**config.mk**
```make
export PLATFORM = sky130hd
export DESIGN_NAME = playfair_digraph_encrypt_flat
export DESIGN_NICKNAME = d
export VERILOG_FILES = /design/src/pfe_pkg.sv /design/src/pfe_if.sv /design/src/playfair_digraph_encrypt.sv /design/src/pfe_front.sv /design/src/pfe_queue.sv /design/src/pfe_back.sv /design/src/flat_wrapper.sv
export SDC_FILE = /design/constraint.sdc
export NUM_CORES = 1
export LEC_CHECK = 0
export ABC_AREA = 1
export BUFFER_PORTS_ARGS = -buffer_cell sky130_fd_sc_hd__buf_2
export CAP_MARGIN = 25
export CELL_PAD_IN_SITES_DETAIL_PLACEMENT = 2
export CELL_PAD_IN_SITES_GLOBAL_PLACEMENT = 2
export CORE_AREA = 5 5 232 234
export CTS_CLUSTER_DIAMETER = 50
export DETAILED_ROUTE_END_ITERATION = 8
export DIE_AREA = 0 0 237 239
export PLACE_DENSITY = 0.78
export SYNTH_ARGS = -nofsm -noshare
export SYNTH_HDL_FRONTEND = slang
export SYNTH_SLANG_ARGS = --single-unit
export TNS_END_PERCENT = 1
```
**constraint.sdc**
```tcl
create_clock -name clock -period 4.2 [get_ports clock]
set_clock_uncertainty 0.05 [all_clocks]
set_input_delay 0.21 -clock clock [delete_from_list [all_inputs] [get_ports clock]]
set_output_delay 0.21 -clock clock [all_outputs]
set_load 0.02 [all_outputs]
```
**src/pfe_pkg.sv**
```systemverilog
// ----------------------------------------------------------------------------
// pfe_pkg: shared types, constants and grid helpers
// Letter codes, register indexes, the queue entry type and the grid lookup
// functions used by the front and back of the digraph encryptor.
// ----------------------------------------------------------------------------
package pfe_pkg;

   localparam int LETTER_W       = 5;
   localparam int GRID_SIZE      = 5;
   localparam int ROW_W          = LETTER_W * GRID_SIZE;
   localparam int POS_W          = $clog2(GRID_SIZE);
   localparam int CSR_ADDR_W     = 5;
   localparam int CSR_DATA_W     = 32;
   localparam int QUEUE_DEPTH_DEF = 4;

   localparam logic [LETTER_W-1:0] LETTER_I = 5'd8;
   localparam logic [LETTER_W-1:0] LETTER_J = 5'd9;
   localparam logic [LETTER_W-1:0] LETTER_X = 5'd23;
   localparam logic [LETTER_W-1:0] LETTER_Y = 5'd24;

   localparam logic [2:0] REG_GRID_ROW0 = 3'd0;
   localparam logic [2:0] REG_GRID_ROW1 = 3'd1;
   localparam logic [2:0] REG_GRID_ROW2 = 3'd2;
   localparam logic [2:0] REG_GRID_ROW3 = 3'd3;
   localparam logic [2:0] REG_GRID_ROW4 = 3'd4;

   typedef logic [GRID_SIZE-1:0][ROW_W-1:0] grid_type;

   typedef struct packed {
      logic [POS_W-1:0] row;
      logic [POS_W-1:0] col;
   } pos_type;

   // One digraph job; dup marks a repeated letter at line end, sent twice.
   typedef struct packed {
      logic [LETTER_W-1:0] first;
      logic [LETTER_W-1:0] second;
      logic                done;
      logic                dup;
   } pair_type;

   function automatic logic [LETTER_W-1:0] cell_at(input grid_type grid,
                                                   input pos_type pos);
      return grid[pos.row][LETTER_W*pos.col +: LETTER_W];
   endfunction

   // First match in row-major order; a missing letter sits at row 0, col 0.
   function automatic pos_type locate(input grid_type grid,
                                      input logic [LETTER_W-1:0] letter);
      pos_type pos;
      pos_type probe;
      logic    found;
      pos   = '0;
      found = 1'b0;
      for (int r = 0; r < GRID_SIZE; r++) begin
         for (int c = 0; c < GRID_SIZE; c++) begin
            probe.row = POS_W'(r);
            probe.col = POS_W'(c);
            if (!found && cell_at(grid, probe) == letter) begin
               pos   = probe;
               found = 1'b1;
            end
         end
      end
      return pos;
   endfunction

   function automatic logic [POS_W-1:0] wrap_inc(input logic [POS_W-1:0] p);
      return (p == POS_W'(GRID_SIZE - 1)) ? '0 : p + 1'b1;
   endfunction

endpackage

```
**src/pfe_if.sv**
```systemverilog
// ----------------------------------------------------------------------------
// pfe_req_if / pfe_rsp_if: letter and digraph channels
// Valid/ready channels carrying plaintext letters in and cipher pairs out.
// ----------------------------------------------------------------------------
interface pfe_req_if;
   logic       valid;
   logic       ready;
   logic [4:0] plain_letter;
   logic       line_end;

   modport source (output valid, output plain_letter, output line_end, input ready);
   modport sink   (input valid, input plain_letter, input line_end, output ready);
endinterface

interface pfe_rsp_if;
   logic       valid;
   logic       ready;
   logic [4:0] cipher_first;
   logic [4:0] cipher_second;
   logic       run_last;
   logic       line_done;

   modport source (output valid, output cipher_first, output cipher_second,
                   output run_last, output line_done, input ready);
   modport sink   (input valid, input cipher_first, input cipher_second,
                   input run_last, input line_done, output ready);
endinterface

```
**src/playfair_digraph_encrypt.sv**
```systemverilog
// ----------------------------------------------------------------------------
// playfair_digraph_encrypt: 5x5 key grid digraph encryptor
// Pairs a stream of plaintext letters and enciphers each pair with the grid.
// ----------------------------------------------------------------------------
// Usage:
//   req_bus carries one plaintext letter (A=0..Z=25) per transfer with a
//   line_end mark on the last letter of a line. J is folded to I.
//   rsp_bus carries enciphered digraphs. A transfer that completes a pair
//   gives one digraph; a repeated letter at line end gives two, the second
//   flagged run_last and line_done. A first letter mid-line gives none.
//   Program the grid rows at byte addresses 0, 4, 8, 12, 16 over APB while
//   the block is idle; column 0 sits in bits 4..0 of each row.
// Timing:
//   One letter per cycle sustained while the queue has room. A digraph
//   passes through the job queue and then through the grid lookup into
//   the result register before it appears on rsp_bus. A repeated pair
//   at line end holds its job in the back until its second send.
// Reset clears the pending letter, empties the queue, drops any result and
//   zeroes the grid. When rsp_bus stalls, the result register holds, the
//   queue fills, and req_bus.ready falls once the queue is full.
// ----------------------------------------------------------------------------
module playfair_digraph_encrypt #(
   parameter int QUEUE_DEPTH = pfe_pkg::QUEUE_DEPTH_DEF
) (
   input  logic                             clock,
   input  logic                             reset,
   pfe_req_if.sink                          req_bus,
   pfe_rsp_if.source                        rsp_bus,
   input  logic                             psel,
   input  logic                             penable,
   input  logic                             pwrite,
   input  logic [pfe_pkg::CSR_ADDR_W-1:0]   paddr,
   input  logic [pfe_pkg::CSR_DATA_W-1:0]   pwdata,
   output logic [pfe_pkg::CSR_DATA_W-1:0]   prdata,
   output logic                             pready
);
   import pfe_pkg::*;

   grid_type         grid_ff;
   logic             csr_write;
   logic [2:0]       csr_index;
   logic             push_valid, push_ready;
   pair_type         push_pair;
   logic             pop_valid, pop_ready;
   pair_type         pop_pair;

   // Register file: write at the access phase, read back the row.
   assign pready    = 1'b1;
   assign csr_write = psel && penable && pwrite && pready;
   assign csr_index = paddr[CSR_ADDR_W-1:2];

   always_ff @(posedge clock) begin
      if (reset) begin
         grid_ff <= '0;
      end else if (csr_write) begin
         case (csr_index)
            REG_GRID_ROW0: grid_ff[0] <= pwdata[ROW_W-1:0];
            REG_GRID_ROW1: grid_ff[1] <= pwdata[ROW_W-1:0];
            REG_GRID_ROW2: grid_ff[2] <= pwdata[ROW_W-1:0];
            REG_GRID_ROW3: grid_ff[3] <= pwdata[ROW_W-1:0];
            REG_GRID_ROW4: grid_ff[4] <= pwdata[ROW_W-1:0];
            default: ;
         endcase
      end
   end

   always_comb begin
      case (csr_index)
         REG_GRID_ROW0: prdata = CSR_DATA_W'(grid_ff[0]);
         REG_GRID_ROW1: prdata = CSR_DATA_W'(grid_ff[1]);
         REG_GRID_ROW2: prdata = CSR_DATA_W'(grid_ff[2]);
         REG_GRID_ROW3: prdata = CSR_DATA_W'(grid_ff[3]);
         REG_GRID_ROW4: prdata = CSR_DATA_W'(grid_ff[4]);
         default:       prdata = '0;
      endcase
   end

   // Front: pair letters into jobs.
   pfe_front u_front (
      .clock      (clock),
      .reset      (reset),
      .req        (req_bus),
      .push_valid (push_valid),
      .push_pair  (push_pair),
      .push_ready (push_ready)
   );

   // Queue: decouple pairing from the cipher so each side stalls alone.
   pfe_queue #(
      .DEPTH (QUEUE_DEPTH)
   ) u_queue (
      .clock      (clock),
      .reset      (reset),
      .push_valid (push_valid),
      .push_pair  (push_pair),
      .push_ready (push_ready),
      .pop_valid  (pop_valid),
      .pop_pair   (pop_pair),
      .pop_ready  (pop_ready)
   );

   // Back: encipher and hold the result.
   pfe_back u_back (
      .clock     (clock),
      .reset     (reset),
      .grid      (grid_ff),
      .pop_valid (pop_valid),
      .pop_pair  (pop_pair),
      .pop_ready (pop_ready),
      .rsp       (rsp_bus)
   );

endmodule

```
**src/pfe_front.sv**
```systemverilog
// ----------------------------------------------------------------------------
// pfe_front: letter intake and pairing
// Folds J to I, holds a pending first letter and emits one digraph job per
// transfer that completes a pair or ends a line.
// ----------------------------------------------------------------------------
module pfe_front (
   input  logic              clock,
   input  logic              reset,
   pfe_req_if.sink           req,
   output logic              push_valid,
   output pfe_pkg::pair_type push_pair,
   input  logic              push_ready
);
   import pfe_pkg::*;

   logic                pend_valid_ff, pend_valid_in;
   logic [LETTER_W-1:0] pend_letter_ff, pend_letter_in;
   logic [LETTER_W-1:0] letter;
   logic                accept;
   logic                repeat_hit;

   assign req.ready  = push_ready;
   assign accept     = req.valid && push_ready;
   assign letter     = (req.plain_letter == LETTER_J) ? LETTER_I : req.plain_letter;
   assign repeat_hit = pend_valid_ff && (letter == pend_letter_ff);
   assign push_valid = accept && (req.line_end || pend_valid_ff);

   always_comb begin
      if (!pend_valid_ff) begin
         push_pair = '{first: letter, second: LETTER_X, done: 1'b1, dup: 1'b0};
      end else if (repeat_hit) begin
         push_pair = '{first: pend_letter_ff, second: LETTER_X,
                       done: req.line_end, dup: req.line_end};
      end else begin
         push_pair = '{first: pend_letter_ff, second: letter,
                       done: req.line_end, dup: 1'b0};
      end
   end

   // Keep pending on a fresh first letter or a repeat inside a line.
   assign pend_valid_in  = accept ? (!req.line_end && (!pend_valid_ff || repeat_hit))
                                  : pend_valid_ff;
   assign pend_letter_in = accept ? letter : pend_letter_ff;

   always_ff @(posedge clock) begin
      if (reset) begin
         pend_valid_ff  <= 1'b0;
         pend_letter_ff <= '0;
      end else begin
         pend_valid_ff  <= pend_valid_in;
         pend_letter_ff <= pend_letter_in;
      end
   end

   a_line_end_clears: assert property (@(posedge clock) disable iff (reset)
      accept && req.line_end |=> !pend_valid_ff)
      else $error("pending letter survived a line end");

   a_push_needs_accept: assert property (@(posedge clock) disable iff (reset)
      push_valid |-> req.valid && push_ready)
      else $error("job pushed without an input transfer");

endmodule

```
**src/pfe_queue.sv**
```systemverilog
// ----------------------------------------------------------------------------
// pfe_queue: digraph job queue
// Small register FIFO between the pairing front and the cipher back.
// ----------------------------------------------------------------------------
module pfe_queue #(
   parameter int DEPTH = pfe_pkg::QUEUE_DEPTH_DEF
) (
   input  logic              clock,
   input  logic              reset,
   input  logic              push_valid,
   input  pfe_pkg::pair_type push_pair,
   output logic              push_ready,
   output logic              pop_valid,
   output pfe_pkg::pair_type pop_pair,
   input  logic              pop_ready
);
   import pfe_pkg::*;

   localparam int PTR_W = (DEPTH > 1) ? $clog2(DEPTH) : 1;
   localparam int CNT_W = $clog2(DEPTH + 1);

   pair_type           entry_ff [DEPTH];
   logic [PTR_W-1:0]   wr_ptr_ff, wr_ptr_in;
   logic [PTR_W-1:0]   rd_ptr_ff, rd_ptr_in;
   logic [CNT_W-1:0]   count_ff, count_in;
   logic               push, pop;

   function automatic logic [PTR_W-1:0] next_ptr(input logic [PTR_W-1:0] p);
      return (p == PTR_W'(DEPTH - 1)) ? '0 : p + 1'b1;
   endfunction

   assign push_ready = (count_ff != CNT_W'(DEPTH));
   assign pop_valid  = (count_ff != '0);
   assign pop_pair   = entry_ff[rd_ptr_ff];
   assign push       = push_valid && push_ready;
   assign pop        = pop_valid && pop_ready;

   assign wr_ptr_in = push ? next_ptr(wr_ptr_ff) : wr_ptr_ff;
   assign rd_ptr_in = pop  ? next_ptr(rd_ptr_ff) : rd_ptr_ff;

   always_comb begin
      count_in = count_ff;
      if (push && !pop) begin
         count_in = count_ff + 1'b1;
      end else if (pop && !push) begin
         count_in = count_ff - 1'b1;
      end
   end

   always_ff @(posedge clock) begin
      if (reset) begin
         wr_ptr_ff <= '0;
         rd_ptr_ff <= '0;
         count_ff  <= '0;
      end else begin
         wr_ptr_ff <= wr_ptr_in;
         rd_ptr_ff <= rd_ptr_in;
         count_ff  <= count_in;
      end
   end

   always_ff @(posedge clock) begin
      if (push) begin
         entry_ff[wr_ptr_ff] <= push_pair;
      end
   end

   a_count_bound: assert property (@(posedge clock) disable iff (reset)
      count_ff <= CNT_W'(DEPTH))
      else $error("queue count beyond depth");

   a_ptr_track: assert property (@(posedge clock) disable iff (reset)
      (count_ff == '0) |-> (wr_ptr_ff == rd_ptr_ff))
      else $error("empty queue with mismatched pointers");

endmodule

```
**src/pfe_back.sv**
```systemverilog
// ----------------------------------------------------------------------------
// pfe_back: digraph cipher and result register
// Locates both letters in the key grid, applies the row, column, rectangle
// or equal-letter (Y) rule and holds the result until the receiver takes it.
// ----------------------------------------------------------------------------
module pfe_back (
   input  logic              clock,
   input  logic              reset,
   input  pfe_pkg::grid_type grid,
   input  logic              pop_valid,
   input  pfe_pkg::pair_type pop_pair,
   output logic              pop_ready,
   pfe_rsp_if.source         rsp
);
   import pfe_pkg::*;

   logic                rsp_valid_ff, rsp_valid_in;
   logic [LETTER_W-1:0] first_ff, second_ff;
   logic                last_ff, done_ff;
   logic                half_ff, half_in;
   logic                load;
   logic                is_last;
   pos_type             pos_a, pos_b, pos_y;
   pos_type             out_a, out_b;

   always_comb begin
      pos_a = locate(grid, pop_pair.first);
      pos_b = locate(grid, pop_pair.second);
      pos_y = locate(grid, LETTER_Y);
      out_a = pos_a;
      out_b = pos_b;
      if (pop_pair.first == pop_pair.second) begin
         out_a = pos_y;
         out_b = pos_y;
      end else if (pos_a.row == pos_b.row) begin
         out_a.col = wrap_inc(pos_a.col);
         out_b.col = wrap_inc(pos_b.col);
      end else if (pos_a.col == pos_b.col) begin
         out_a.row = wrap_inc(pos_a.row);
         out_b.row = wrap_inc(pos_b.row);
      end else begin
         out_a.col = pos_b.col;
         out_b.col = pos_a.col;
      end
   end

   // A repeated pair goes out twice; hold the job until its second send.
   assign load      = pop_valid && (!rsp_valid_ff || rsp.ready);
   assign is_last   = !(pop_pair.dup && !half_ff);
   assign pop_ready = load && is_last;
   assign half_in   = load ? !is_last : half_ff;
   assign rsp_valid_in = load ? 1'b1 : (rsp_valid_ff && !rsp.ready);

   always_ff @(posedge clock) begin
      if (reset) begin
         rsp_valid_ff <= 1'b0;
         half_ff      <= 1'b0;
      end else begin
         rsp_valid_ff <= rsp_valid_in;
         half_ff      <= half_in;
      end
   end

   always_ff @(posedge clock) begin
      if (load) begin
         first_ff  <= cell_at(grid, out_a);
         second_ff <= cell_at(grid, out_b);
         last_ff   <= is_last;
         done_ff   <= pop_pair.done && is_last;
      end
   end

   assign rsp.valid         = rsp_valid_ff;
   assign rsp.cipher_first  = first_ff;
   assign rsp.cipher_second = second_ff;
   assign rsp.run_last      = last_ff;
   assign rsp.line_done     = done_ff;

   a_done_implies_last: assert property (@(posedge clock) disable iff (reset)
      rsp_valid_ff && done_ff |-> last_ff)
      else $error("line done on a non-final result");

   a_half_needs_job: assert property (@(posedge clock) disable iff (reset)
      half_ff |-> pop_valid && pop_pair.dup)
      else $error("second send pending without a repeated job");

endmodule
```
**src/flat_wrapper.sv**
```systemverilog
// flat-port wrapper written by rule: the top's interface ports become plain ports
module playfair_digraph_encrypt_flat import pfe_pkg::*;
#(
   parameter int QUEUE_DEPTH = pfe_pkg::QUEUE_DEPTH_DEF
)
  (clock, reset, psel, penable, pwrite, paddr, pwdata, prdata, pready, req_bus_valid, req_bus_plain_letter, req_bus_line_end, req_bus_ready, rsp_bus_valid, rsp_bus_cipher_first, rsp_bus_cipher_second, rsp_bus_run_last, rsp_bus_line_done, rsp_bus_ready);
  pfe_req_if req_bus_i ();
  pfe_rsp_if rsp_bus_i ();
  input  logic clock;
  input  logic reset;
  input  logic psel;
  input  logic penable;
  input  logic pwrite;
  input  logic [pfe_pkg::CSR_ADDR_W-1:0] paddr;
  input  logic [pfe_pkg::CSR_DATA_W-1:0] pwdata;
  output logic [pfe_pkg::CSR_DATA_W-1:0] prdata;
  output logic pready;
  input wire logic [$bits(req_bus_i.valid)-1:0] req_bus_valid;
  input wire logic [$bits(req_bus_i.plain_letter)-1:0] req_bus_plain_letter;
  input wire logic [$bits(req_bus_i.line_end)-1:0] req_bus_line_end;
  output wire logic [$bits(req_bus_i.ready)-1:0] req_bus_ready;
  output wire logic [$bits(rsp_bus_i.valid)-1:0] rsp_bus_valid;
  output wire logic [$bits(rsp_bus_i.cipher_first)-1:0] rsp_bus_cipher_first;
  output wire logic [$bits(rsp_bus_i.cipher_second)-1:0] rsp_bus_cipher_second;
  output wire logic [$bits(rsp_bus_i.run_last)-1:0] rsp_bus_run_last;
  output wire logic [$bits(rsp_bus_i.line_done)-1:0] rsp_bus_line_done;
  input wire logic [$bits(rsp_bus_i.ready)-1:0] rsp_bus_ready;
  assign req_bus_i.valid = req_bus_valid;
  assign req_bus_i.plain_letter = req_bus_plain_letter;
  assign req_bus_i.line_end = req_bus_line_end;
  assign req_bus_ready = req_bus_i.ready;
  assign rsp_bus_valid = rsp_bus_i.valid;
  assign rsp_bus_cipher_first = rsp_bus_i.cipher_first;
  assign rsp_bus_cipher_second = rsp_bus_i.cipher_second;
  assign rsp_bus_run_last = rsp_bus_i.run_last;
  assign rsp_bus_line_done = rsp_bus_i.line_done;
  assign rsp_bus_i.ready = rsp_bus_ready;
  playfair_digraph_encrypt #(.QUEUE_DEPTH(QUEUE_DEPTH)) u_core (.clock(clock), .reset(reset), .req_bus(req_bus_i), .rsp_bus(rsp_bus_i), .psel(psel), .penable(penable), .pwrite(pwrite), .paddr(paddr), .pwdata(pwdata), .prdata(prdata), .pready(pready));
endmodule
```
==> metrics.txt, run 1 <==
Post-Synthesis Cells 2,438; top area cells in the synthesized netlist dfxtp_1 (17%), nand3_1 (12%), edfxtp_1 (11%); total routing usage reported by global routing 0.680; compound-gate portion of the synthesized area 0.192; outcome aborted with a tool error; post-synthesis mux area share 0; most frequent cells after synthesis nand2_1 (398), nand3_1 (398), inv_1 (231); antenna violations before repair 21; master cell of the clock root buffer clkbuf_16; # clock sinks 202; last worst endpoint in the global-route repair_timing u_core.u_back.rsp.cipher_first[4]$_DFFE_PP_/D; number of standard-cell rows in the floorplan 84; global placer's final weighted congestion 1.03; floorplan die width 237 um; synthesized area per cell 6.69 um2; number of clock buffers inserted by TritonCTS 36; HPWL after detailed placement 92,300 um; deepest clock path buffer count 3; dominant combinational cell family by area after synthesis simple AND/OR/NAND/NOR gates; share of synthesized cell area in full adder, half adder and majority cells 0.0120; first error message [ERROR GRT-0232] Routing congestion too high. Check the congestion heatmap in the GUI.; pin count of the biggest net entering global routing 56; overflow left after global routing 72; Initial Util 0.315; number of flops mapped to enable cells by yosys 60; cell area after synthesis 16,300 um2; post-synthesis register bit count 202; ys flop type dfxtp_1; Die H 239 um; cell type with the largest total area after synthesis dfxtp_1; Worst EP kind register input; post-synthesis simple-gate area fraction 0.328; Stop stage global routing; share of the synthesized netlist area taken by xor and xnor gates 0.0758; fraction of the yosys area taken by sequential cells 0.285; Yosys top cell area share 0.174; number of levels in the clock H-tree 2; share of synthesized registers carrying an async set or reset 0; number of buffers inserted by port buffering 79; number of warnings printed during yosys synthesis 0; number of unique standard cell types used by synthesis 58; number of ports placed on the die boundary 97
==> stage by stage <==
step | cells | area [um2] | worst slack (ps) | utilization
floorplan | 2444 | 16300 | 16.1 | -
CTS | 3758 | 24500 | -1120 | 0.472
global placement | 3601 | 21100 | -1460 | 0.407
detailed placement | 3606 | 21100 | -1780 | 0.408
==> cells by family after synthesis <==
logic type / after synthesis
xor gates and xnor gates: 141
buffers and inverters: 399
DFF: 202
AOI/OAI and AO/OA: 547
other: 2
adders and majority gates: 15
and+or+nand+nor: 1132
==> repair_timing <==
item,4_1_cts
gates cloned,6
hold buffers,8
pin swaps,96
endpoints found under the hold margin,9
buffers inserted,75
resized for setup,286
endpoints found under the setup margin,10
==> per-layer routing <==
layer  GRT overflow  GRT usage
met4             34      0.703
met1              1      0.673
met5              0      0.187
met2             37      0.880
met3              0      0.480
==> run 2, diff against run 1 <==
- CELL_PAD_IN_SITES_DETAIL_PLACEMENT: 2 -> default
- CELL_PAD_IN_SITES_GLOBAL_PLACEMENT: 2 -> default
- CORE_AREA: 5 5 232 234 -> 5 5 208 210
- CTS_CLUSTER_DIAMETER: 50 -> default
- DIE_AREA: 0 0 237 239 -> 0 0 213 215
- PLACE_DENSITY: 0.78 -> default
- PLACE_DENSITY_LB_ADDON: default -> 0.15
- clock period: 4.2 -> 5.5 ns (I/O delays scaled with it)
==> run 2 against run 1 <==
  * The flow now finishes, with violations (negative hold slack)
  * Synthesized cell count unchanged
  * Synthesized area unchanged
==> metrics.txt, run 2 <==
number of unique standard cell types used by synthesis 58 (unchanged); most common cell after layout, fill and taps aside nand2_1; arrival time of data at the critical path endpoint 5590 ps; clock-pin transition on the worst setup and hold timing paths 60 ps; relative max-transition margin 0.317; Design Area, Final 20,100 um2; Period Utilization, post-route 0.968; clock latency at the later pin of the worst-skew pair 590 ps; post-synthesis register bit count 202 (unchanged); maximum clock rate 0.188 GHz; router iterations before antenna repair 6; antenna violations before repair 4; floorplan core area 41,400 um2; clock tree from TritonCTS built; number of max-slew violations in the final report 0; placed insts 3,135 (was 3,606); Inserted Diodes 0; registers with the highest flip-flop counts u_core.grid_ff (125), u_core.u_queue.entry_ff (48); number of buffers inserted by port buffering 79 (unchanged); depth of the worst register-to-register path 34; DP Area 18,600 um2 (was 21,100 um2); Yosys top cell area share 0.174 (unchanged); share of synthesized registers carrying an async set or reset 0 (unchanged); reg-to-reg setup timing slack 170 ps; start point of the worst hold path pwdata[23]; layout overhead on the synthesized area 23.1%; total negative setup slack 0 ps; outcome finished with violations (was aborted with a tool error); number of standard-cell rows in the floorplan 75 (was 84); cell area after synthesis 16,300 um2 (unchanged); Die H 215 um (was 239 um); HPWL after detailed placement 64,800 um (was 92,300 um); Hold Crit Endpoint u_core.grid_ff[48]; number of ports placed on the die boundary 97 (unchanged); DRC errors left 0; pin count of the biggest net entering global routing 86; most frequent cells after synthesis nand2_1 (398), nand3_1 (398), inv_1 (231) (unchanged); minimum period implied by the final worst setup slack 5330 ps; number of hold violations in the final report 2; cell type with the largest total area after synthesis dfxtp_1 (unchanged); cell depth of the worst min-delay path 3; # clock sinks 202 (unchanged); number of clock buffers inserted by TritonCTS 25 (was 36); critical path startpoint category register; number of max-cap violations 0; highest cell delay on the worst timing path 320 ps; class of the most critical setup path register to register; deepest clock path buffer count 3 (unchanged); Worst-Margin Slew 1020 ps; global placer's final weighted congestion 1.04 (was 1.03); ys flop type dfxtp_1 (unchanged); nature of the critical path endpoint register; final worst hold slack -7.87 ps; average routed wire per standard cell 26.6 um; vias in the first global route 17.7k; via count 19.4k; violation count after the first detailed-routing iteration 2,851; total wire length 85,300 um; Hold/Removal Path Class primary input to register; synthesized area per cell 6.69 um2 (unchanged); CP Data Required Time 5760 ps; number of warnings printed during yosys synthesis 0 (unchanged); overflow left after global routing 0; crit path setup slack, layout 174 ps; fraction of the yosys area taken by sequential cells 0.285 (unchanged); most frequent cells in the layout nand2_1 (390), nand3_1 (371), inv_1 (230); Routed Antenna Nets 0; Top cell by count, worst path buf_4; max reg flops 125; floorplan die width 213 um (was 237 um); Initial Util 0.394 (was 0.315); number of standard cells in the layout, taps in and fillers out 3,206; share of layout cells above drive strength 1 0.183; reg-to-reg critical path endpoint u_core.u_back.rsp.cipher_second[2]; biggest fanout along the worst timing path 13; die outline area 45,800 um2; wire length of the first global-routing pass 121,000 um; violations in the final reports negative hold slack; total routing usage reported by global routing 0.353; master cell of the clock root buffer clkbuf_16 (unchanged); number of flops mapped to enable cells by yosys 60 (unchanged); post-placement setup slack -8.64 ps (was -1780 ps); setup violation total in the final timing report 0; Top reg by flops u_core.grid_ff; post-layout net count 2,713; RSZ-0062 raised after global routing true; top area cells in the synthesized netlist dfxtp_1 (17%), nand3_1 (12%), edfxtp_1 (11%) (unchanged); master of the slowest instance on the critical path dfxtp_2; Post-Synthesis Cells 2,438 (unchanged); number of levels in the clock H-tree 1 (was 2); Via density 6.05
-- run 2: cell counts after synthesis --
No cell type changed its count.
-- run 2: kinds of logic after synthesis --
group                    after synthesis  share of synthesized area
AO/OA/AOI/OAI                        547                      0.192
XOR/XNOR                             141                     0.0758
adder cells (fa/ha/maj)               15                     0.0120
buffers and inverters                399                      0.107
flip-flops                           202                      0.285
other                                  2                   0.000461
AND/OR/NAND/NOR                     1132                      0.328
-- run 2: timing repair --
item / 4_1_cts / 5_1_grt
buffers inserted: 0 / 15
setup endpoints to repair: 8 / 10
hold endpoints to repair: 9 / 0
gates resized for setup: 4 / 88
cloned: 0 / 3
pin swaps: 0 / 17
hold buffers: 7 / 0
-- run 2: per-stage QoR --
stage / utilization / hold slack [ps]
2_1_floorplan: - / 303
3_3_place_gp: 0.449 / 422
3_5_place_dp: 0.449 / 426
4_1_cts: 0.471 / 0.0162
5_1_grt: 0.485 / 22.5
6_report: 0.485 / -7.87
-- run 2: how the worst max path moves through the flow --
stage | start | end | slack (ps) | cells after the start
4_1_cts | register | u_core.u_back.rsp.cipher_second[3] | 1 | 35
6_report | register | u_core.u_back.rsp.cipher_second[2] | 170 | 34
3_3_place_gp | register | u_core.u_back.rsp.cipher_second[3] | 140 | 38
2_1_floorplan | register | u_core.u_back.rsp.cipher_first[3] | 1320 | 35
3_5_place_dp | register | u_core.u_back.rsp.cipher_second[3] | -9 | 37
5_1_grt | register | u_core.u_back.rsp.cipher_first[4] | -140 | 41
-- run 2: worst max-delay path, delay by kind of cell (launching register included) --
| kind | cells | cell delay (ps) |
|---|---|---|
| XOR/XNOR | 1 | 140 |
| buffers and inverters | 12 | 1850 |
| AND/OR/NAND/NOR | 18 | 2170 |
| AO/OA/AOI/OAI | 3 | 460 |
| flip-flops | 1 | 320 |
-- run 2: routing by layer --
metal  vias up  part of all wire  global-route usage
met5         -                 0                   0
met3       295              0.11              0.0634
met1      9059              0.40               0.488
li1       8812                 -                   -
met4         0             0.072               0.186
met2      1228              0.42               0.524
-- run 2: final cells by class --
class | instances | area, um2
Timing Repair Buffer | 319 | 2640
Clock inverter | 11 | 128
Clock buffer | 35 | 704
Tap cell | 539 | 674
Sequential cell | 202 | 4650
Multi-Input combinational cell | 1843 | 10300
Inverter | 257 | 986
Fill cell | 4272 | 21300
Power of run 2 is not shown: default switching activity piles up to over one toggle a cycle in this logic, so the estimate is an artifact.
